--- config.mk ---
export PLATFORM = sky130hd
export DESIGN_NAME = tracker_module_header_check_unit
export DESIGN_NICKNAME = d
export VERILOG_FILES = /design/src/sv/thmhc_pkg.sv /design/src/sv/tracker_module_header_check_unit.sv /design/src/sv/thmhc_in_stage.sv /design/src/sv/thmhc_parse.sv
export SDC_FILE = /design/constraint.sdc
export NUM_CORES = 1
export LEC_CHECK = 0
export ABC_CLOCK_PERIOD_IN_PS = 7100
export BUFFER_PORTS_ARGS = -buffer_cell sky130_fd_sc_hd__buf_2
export CAP_MARGIN = 10
export CORE_AREA = 2 2 132 134
export DETAILED_ROUTE_END_ITERATION = 10
export DIE_AREA = 0 0 134 136
export HOLD_SLACK_MARGIN = 0.08
export PLACE_DENSITY_LB_ADDON = 0.08
export SLEW_MARGIN = 20
export SYNTH_ARGS = -nofsm -noshare
export SYNTH_HDL_FRONTEND = slang
export SYNTH_HIERARCHICAL = 1
export SYNTH_SLANG_ARGS = --single-unit
--- constraint.sdc ---
create_clock -name clk -period 7.1 [get_ports clk]
set_input_delay 0.71 -clock clk [delete_from_list [all_inputs] [get_ports clk]]
set_output_delay 0.71 -clock clk [all_outputs]
set_load 0.1 [all_outputs]
--- src/sv/thmhc_pkg.sv ---
// ----------------------------------------------------------------------------
// thmhc_pkg
// shared types, constants and id decode for the tracker module header check
// ----------------------------------------------------------------------------
package thmhc_pkg;

  localparam int OrderTableLenDef = 128;
  localparam int IdOffsetDef      = 1080;

  localparam int PosW     = 11;
  localparam int LenPos   = 950;
  localparam int OrderPos = 952;

  localparam int OutDataW = 80;

  typedef enum logic [1:0] {
    STATUS_OK     = 2'd0,
    STATUS_SHORT  = 2'd1,
    STATUS_BAD_ID = 2'd2
  } status_t;

  // one input item as held by the input register
  typedef struct packed {
    logic       valid;
    logic       last;
    logic [7:0] data;
  } in_item_t;

  typedef struct packed {
    logic [4:0] channels;
    logic       pc;
  } id_info_t;

  localparam logic [31:0] IdMk   = 32'h4D2E4B2E;
  localparam logic [31:0] IdMkx  = 32'h4D214B21;
  localparam logic [31:0] IdFlt4 = 32'h464C5434;
  localparam logic [31:0] IdFlt8 = 32'h464C5438;
  localparam logic [31:0] IdOkta = 32'h4F4B5441;
  localparam logic [31:0] IdOcta = 32'h4F435441;
  localparam logic [31:0] Id8chn = 32'h3843484E;
  localparam logic [23:0] TailChn = 24'h43484E;
  localparam logic [15:0] TailCh  = 16'h4348;

  localparam logic [7:0] ChZero  = 8'h30;
  localparam logic [7:0] ChOne   = 8'h31;
  localparam logic [7:0] ChThree = 8'h33;
  localparam logic [7:0] ChNine  = 8'h39;

  function automatic id_info_t decode_id(input logic [31:0] id);
    id_info_t   r;
    logic [7:0] d1;
    logic [7:0] d2;
    logic [7:0] t1;
    logic [7:0] t2;
    d1 = id[31:24];
    d2 = id[23:16];
    t1 = d1 - ChZero;
    t2 = d2 - ChZero;
    r  = '0;
    if (id == IdMk || id == IdMkx || id == IdFlt4) begin
      r.channels = 5'd4;
    end else if (id == IdFlt8) begin
      r.channels = 5'd8;
    end else if (id == IdOkta || id == IdOcta || id == Id8chn) begin
      r.channels = 5'd8;
      r.pc       = 1'b1;
    end else if (d1 >= ChOne && d1 < ChNine && id[23:0] == TailChn) begin
      r.channels = t1[4:0];
      r.pc       = 1'b1;
    end else if (d1 >= ChOne && d1 < ChThree && d2 >= ChZero && d2 <= ChNine &&
                 id[15:0] == TailCh) begin
      // tens digit is 1 or 2
      r.channels = 5'(t1[1:0]) * 5'd10 + t2[4:0];
      r.pc       = 1'b1;
    end
    return r;
  endfunction

endpackage

--- src/sv/tracker_module_header_check_unit.sv ---
// ----------------------------------------------------------------------------
// tracker_module_header_check_unit
// checks the header of a tracker module file streamed byte by byte
// ----------------------------------------------------------------------------
// channel  dir  handshake          payload
// s_*      in   s_tvalid/s_tready  s_tdata = data_byte, s_tlast = byte_last
// m_*      out  m_tvalid/m_tready  m_tdata = result fields, m_tuser = status
//
// one byte per cycle while the result is not stalled; a byte is taken into
// the input register, then its result is loaded into the result register
// rst clears the position, the pattern maximum, id, length and done flag
// a stalled result holds while the input register still takes one byte
// ----------------------------------------------------------------------------
module tracker_module_header_check_unit #(
  parameter int ORDER_TABLE_LEN = thmhc_pkg::OrderTableLenDef,
  parameter int ID_OFFSET       = thmhc_pkg::IdOffsetDef
) (
  input  logic                           clk,
  input  logic                           rst,
  input  logic                           s_tvalid,
  output logic                           s_tready,
  input  logic [7:0]                     s_tdata,   // [7:0] data_byte
  input  logic                           s_tlast,   // byte_last
  output logic                           m_tvalid,
  input  logic                           m_tready,
  // [4:0] channel_count, [5] mode_pc, [14:6] pattern_count,
  // [22:15] song_length, [54:23] module_id, [76:55] needed_bytes
  output logic [thmhc_pkg::OutDataW-1:0] m_tdata,
  output logic [1:0]                     m_tuser    // [1:0] status
);

  thmhc_pkg::in_item_t item;
  logic                advance;

  thmhc_in_stage u_in (
    .clk      (clk),
    .rst      (rst),
    .s_tvalid (s_tvalid),
    .s_tready (s_tready),
    .s_tdata  (s_tdata),
    .s_tlast  (s_tlast),
    .advance  (advance),
    .item     (item)
  );

  thmhc_parse #(
    .ORDER_TABLE_LEN (ORDER_TABLE_LEN),
    .ID_OFFSET       (ID_OFFSET)
  ) u_parse (
    .clk      (clk),
    .rst      (rst),
    .item     (item),
    .advance  (advance),
    .m_tvalid (m_tvalid),
    .m_tready (m_tready),
    .m_tdata  (m_tdata),
    .m_tuser  (m_tuser)
  );

endmodule

--- src/sv/thmhc_in_stage.sv ---
// ----------------------------------------------------------------------------
// thmhc_in_stage
// input register for the byte stream
// ----------------------------------------------------------------------------
module thmhc_in_stage (
  input  logic               clk,
  input  logic               rst,
  input  logic               s_tvalid,
  output logic               s_tready,
  input  logic [7:0]         s_tdata,   // data_byte
  input  logic               s_tlast,   // byte_last
  input  logic               advance,
  output thmhc_pkg::in_item_t item
);

  assign s_tready = !item.valid || advance;

  always_ff @(posedge clk) begin
    if (rst) begin
      item.valid <= 1'b0;
    end else if (s_tready) begin
      item.valid <= s_tvalid;
    end
    if (s_tready && s_tvalid) begin
      item.data <= s_tdata;
      item.last <= s_tlast;
    end
  end

endmodule

--- src/sv/thmhc_parse.sv ---
// ----------------------------------------------------------------------------
// thmhc_parse
// header state, id decode and result register
// ----------------------------------------------------------------------------
module thmhc_parse #(
  parameter int ORDER_TABLE_LEN = thmhc_pkg::OrderTableLenDef,
  parameter int ID_OFFSET       = thmhc_pkg::IdOffsetDef
) (
  input  logic                              clk,
  input  logic                              rst,
  input  thmhc_pkg::in_item_t               item,
  output logic                              advance,
  output logic                              m_tvalid,
  input  logic                              m_tready,
  output logic [thmhc_pkg::OutDataW-1:0]    m_tdata,
  output logic [1:0]                        m_tuser
);

  localparam logic [11:0] LenAt     = 12'(thmhc_pkg::LenPos);
  localparam logic [11:0] OrderLo   = 12'(thmhc_pkg::OrderPos);
  localparam logic [11:0] OrderHi   = 12'(thmhc_pkg::OrderPos + ORDER_TABLE_LEN);
  localparam logic [11:0] IdLo      = 12'(ID_OFFSET);
  localparam logic [11:0] IdHi      = 12'(ID_OFFSET + 4);
  localparam logic [11:0] IdLastAt  = 12'(ID_OFFSET + 3);
  localparam logic [21:0] HeaderLen = 22'(ID_OFFSET + 4);
  localparam logic [thmhc_pkg::PosW-1:0] PosMax = '1;

  logic [thmhc_pkg::PosW-1:0] byte_position;
  logic [7:0]                 max_pattern;
  logic [31:0]                id_shift;
  logic [7:0]                 length_byte;
  logic                       done_flag;

  logic [7:0]  max_next;
  logic [31:0] id_next;
  logic [7:0]  len_next;
  logic [11:0] pos_ext;
  logic        take;
  logic        at_id_end;
  logic        fire;

  thmhc_pkg::id_info_t info;
  logic [7:0]  eff_max;
  logic [8:0]  pats;
  logic [13:0] pat_ch;

  logic [1:0]  res_status;
  logic [4:0]  res_ch;
  logic        res_pc;
  logic [8:0]  res_pats;
  logic [21:0] res_need;

  assign advance = !m_tvalid || m_tready;
  assign take    = item.valid && advance;
  assign pos_ext = {1'b0, byte_position};

  always_comb begin
    len_next = (pos_ext == LenAt) ? item.data : length_byte;
    max_next = max_pattern;
    if (pos_ext >= OrderLo && pos_ext < OrderHi && item.data > max_pattern) begin
      max_next = item.data;
    end
    id_next = id_shift;
    if (pos_ext >= IdLo && pos_ext < IdHi) begin
      id_next = {id_shift[23:0], item.data};
    end
  end

  assign at_id_end = (pos_ext == IdLastAt);
  assign fire      = take && !done_flag && (at_id_end || item.last);

  // result fields and status for a short stream, an unknown id or a known id
  always_comb begin
    info     = thmhc_pkg::decode_id(id_next);
    eff_max  = (id_next == thmhc_pkg::IdFlt8) ? {1'b0, max_next[7:1]} : max_next;
    pats     = {1'b0, eff_max} + 9'd1;
    pat_ch   = pats * info.channels;
    if (!at_id_end) begin
      res_status = thmhc_pkg::STATUS_SHORT;
      res_ch     = '0;
      res_pc     = 1'b0;
      res_pats   = '0;
      res_need   = '0;
    end else if (info.channels == 5'd0) begin
      res_status = thmhc_pkg::STATUS_BAD_ID;
      res_ch     = '0;
      res_pc     = 1'b0;
      res_pats   = '0;
      res_need   = '0;
    end else begin
      res_status = thmhc_pkg::STATUS_OK;
      res_ch     = info.channels;
      res_pc     = info.pc;
      res_pats   = pats;
      // 64 rows of 4 bytes per channel
      res_need   = {pat_ch, 8'd0} + HeaderLen;
    end
  end

  always_ff @(posedge clk) begin
    if (rst) begin
      byte_position <= '0;
      max_pattern   <= '0;
      id_shift      <= '0;
      length_byte   <= '0;
      done_flag     <= 1'b0;
    end else if (take) begin
      if (item.last) begin
        byte_position <= '0;
        max_pattern   <= '0;
        id_shift      <= '0;
        length_byte   <= '0;
        done_flag     <= 1'b0;
      end else if (!done_flag) begin
        max_pattern <= max_next;
        id_shift    <= id_next;
        length_byte <= len_next;
        if (at_id_end) begin
          done_flag <= 1'b1;
        end else if (byte_position != PosMax) begin
          byte_position <= byte_position + 1'b1;
        end
      end
    end
  end

  always_ff @(posedge clk) begin
    if (rst) begin
      m_tvalid <= 1'b0;
    end else if (advance) begin
      m_tvalid <= fire;
    end
  end

  always_ff @(posedge clk) begin
    if (advance && fire) begin
      m_tuser <= res_status;
      m_tdata <= {3'd0, res_need,
                  (at_id_end ? id_next : 32'd0),
                  (at_id_end ? len_next : 8'd0),
                  res_pats, res_pc, res_ch};
    end
  end

endmodule

==> metrics.yaml <==
status:
  status: "finished, final reports clean"
cts:
  htreeDepth: 4
  cts_tree: "built"
  cts_sinks: 143
  clk_pin_slew_ns: 0.06
  cts_buffers: 17
  clkLatencyLatePin_ns: 0.43
  clockBufferDepth: 2
  cts_root_buffer: "clkbuf_16"
detailed_routing:
  drt.antenna.violating_nets: 0
  drtIter0Drc: 745
  wl_per_cell_um: 18.2
  drcViolationCount: 0
  dr.pass1.iters: 6
  route.vias.total: 7658
  wl_um: 24000
  vias_per_cell: 5.82
finish:
  nNetsFinal: 1150
  diodes: 0
  fin_cells: 1315
  drive_above_1_share_pct: 23.9
  final_core_util_pct: 64.0
  final_area_um2: 10800
  layout-area-overhead-vs-synth_pct: 20.6
yosys:
  synth_top_area_share_pct: 27.2
  synth_area_leaders: "edfxtp_1 27%, dfxtp_1 14%, nor2_1 5.9%, ha_1 5.3%, fa_1 4.9%"
  ys_seq_elements: 143
  synth-edff-count: 81
  synth_seq_area_share_pct: 41.0
  netlist_instances: 941
  async_flop_share_pct: 0
  ys_types: 83
  yosys_most_used_dff: "edfxtp_1"
  yosysTopAreaCell: "edfxtp_1"
  avgSynthCellArea_um2: 9.51
  syn_area_um2: 8950
  synth_warnings: 6
worst_setup_path:
  critPathLaunchType: "register"
  crit_type: "reg2reg"
  rrSetupSlack_ns: 0.26
  cp-startpoint: "u_in/item[1]"
  critPathRequiredTime_ns: 7.27
  setup.worst_path.end_class: "register"
  critPathArrivalTime_ns: 7.01
  worstReg2RegEnd: "u_parse/m_tdata[75]"
  r2r_start: "u_in/item[1]"
  crit_fanout: 6
  cp-endpoint: "u_parse/m_tdata[75]"
  rr_worst_depth: 24
sta:
  fmax_mhz: 146
  setup_viol: 0
  min_period_ns: 6.84
  hold_ws_ns: 0.456
  slew_headroom_pct: 30.7
  slew_viol_final: 0
  min_period_over_period_pct: 96.3
  hold_viol_final: 0
  fin_skew_ns: 0.0112
  finalSetupTns_ns: 0
  setup_slack_ns: 0.264
  worstMarginPinSlew_ns: 1.04
power:
  peakVddDrop_uv: 172
  power_mw: 1.85
  powerDensity_nw_per_um2: 172
  leakage_nw: 4.60
floorplanning:
  core_um2: 16900
  placementRows: 48
  die_x_um: 134
  io_pins: 97
  dieArea_um2: 18200
  start_util_pct: 53.0
  die_h_um: 136
placed_design:
  dp.cells: 1273
  io_buffer_count: 89
  hpwlAfterDp_um: 17100
  place.gp.congestion: 0.979
  dp_slack_ns: 0.171
  placed_cell_area_um2: 10000
global_routing:
  grt_start_max_net_pins: 73
  grt_pass1_wl_um: 38300
  grt_pass1_vias: 7165
  antenna_found_initial: 0
  grt.overflow.total: 0
  grt_util_all_layers_pct: 27.0
hold_path:
  hold_path.class: "in2reg"
job:
  maxCapViolCount: 0
==> logic make-up (layout without fill, tap and decap cells) <==
family / count (synthesis) / in the layout / share of synthesized area, %
AND/OR/NAND/NOR: 406 / 406 / 24.6
AO/OA/AOI/OAI: 145 / 145 / 11.6
flip-flops: 143 / 143 / 41.0
buffers and inverters: 126 / 269 / 5.90
adder cells (fa/ha/maj): 60 / 60 / 10.2
XOR/XNOR: 31 / 31 / 3.03
multiplexers: 29 / 29 / 3.54
other: 1 / 7 / 0.0419
==> cells in the final DEF (no fill, tap or decap), types with 7 or more instances in the layout <==
cell type  instances
nor2_1           141
ha_1              36
nand2b_1          12
edfxtp_1          81
or3_1             10
a22oi_1           46
xnor2_1           15
fa_1              22
conb_1             7
or4_1              8
inv_1             55
a21o_1             9
nand3_1           29
nor2b_1            8
o21ai_0           11
nor4_1            12
a21oi_2            7
nor3_1            20
clkbuf_16         17
dfxtp_1           60
buf_2             89
nand2_1           42
nor4b_1           11
mux2_2             7
and3_1            33
nand4_1           16
buf_4             88
mux2i_1           19
xor2_1            15
nand4b_1          10
a21oi_1           21
and2_1             8
==> layer usage <==
| layer | GRT usage (%) | wire, µm | vias to the layer above |
|---|---|---|---|
| li1 | - | - | 3674 |
| met2 | 42.2 | 10600 | 263 |
| met3 | 4.81 | 1570 | 59 |
| met5 | 0 | 0 | - |
| met1 | 37.5 | 11000 | 3662 |
| met4 | 10.5 | 760 | 0 |
==> worst max-delay path: stages, from the launching register on <==
cell      delay, ns
edfxtp_1       0.43
or4b_4         0.57
nor4_1         0.21
or4b_4         0.52
nand2_1        0.10
a211oi_1       0.07
a21oi_2        0.17
ha_2           0.23
nand2_1        0.07
or3_1          0.30
a311o_1        0.30
buf_4          0.17
a21o_1         0.19
fa_1           0.53
inv_1          0.05
fa_1           0.50
fa_1           0.50
ha_1           0.39
nand3_1        0.11
nand2_1        0.09
or2_2          0.32
nor4b_4        0.35
nand4_1        0.15
xnor2_1        0.13
nor2b_1        0.12
==> cell usage after synthesis (12+ instances only) <==
cell,n
nor2_1,141
edfxtp_1,81
dfxtp_1,62
inv_1,56
clkbuf_1,47
a22oi_1,46
nand2_1,42
ha_1,38
and3_1,33
nand3_1,29
a21oi_1,27
fa_1,22
nor3_1,20
mux2i_1,19
nand4_1,16
xnor2_1,16
xor2_1,15
nor4_1,14
nor4b_1,13
nand2b_1,12
o21ai_0,12
==> state kept, by name (all words and copies together) (netlist names) <==
name,count
u_in/item,10
u_parse/byte_position,11
u_parse/done_flag,1
u_parse/id_shift,32
u_parse/length_byte,8
u_parse/m_tdata,70
u_parse/m_tuser,2
u_parse/m_tvalid,1
u_parse/max_pattern,8
==> cell type report <==
class                      instances  area (µm²)
tap                              225         282
inverter                          58         218
clock buffer                      18         429
clock inverter                    14         151
timing repair buffer             179        1130
multi-input combinational        678        4910
sequential                       143        3680
fill                            1437        6080
==> worst min-delay path by stage <==
stage                                  start                        to  slack [ns]  cells after the start
floorplan           u_parse/byte_position[0]  u_parse/byte_position[0]        0.45                      2
global placement    u_parse/byte_position[0]  u_parse/byte_position[0]        0.46                      2
detailed placement  u_parse/byte_position[0]  u_parse/byte_position[0]        0.48                      2
CTS                               s_tdata[5]              u_in/item[5]        0.45                      1
global route                      s_tdata[4]              u_in/item[4]        0.45                      1
finish                            s_tdata[5]              u_in/item[5]        0.46                      1
==> what timing repair did <==
| action | 4_1_cts | 5_1_grt |
|---|---|---|
| hold buffers | 0 | 0 |
| resized for setup | 0 | 28 |
| setup endpoints to repair | 0 | 5 |
| setup buffers | 0 | 10 |
==> power by group <==
| part | total [mW] | switching, mW | leakage [nW] | internal (mW) |
|---|---|---|---|---|
| sequential | 0.882 | 0.00415 | 1.39 | 0.878 |
| combinational | 0.0941 | 0.0759 | 2.92 | 0.0182 |
| clock | 0.876 | 0.379 | 0.283 | 0.496 |
| total | 1.85 | 0.460 | 4.60 | 1.39 |
Power figures use the tool's default switching activity.
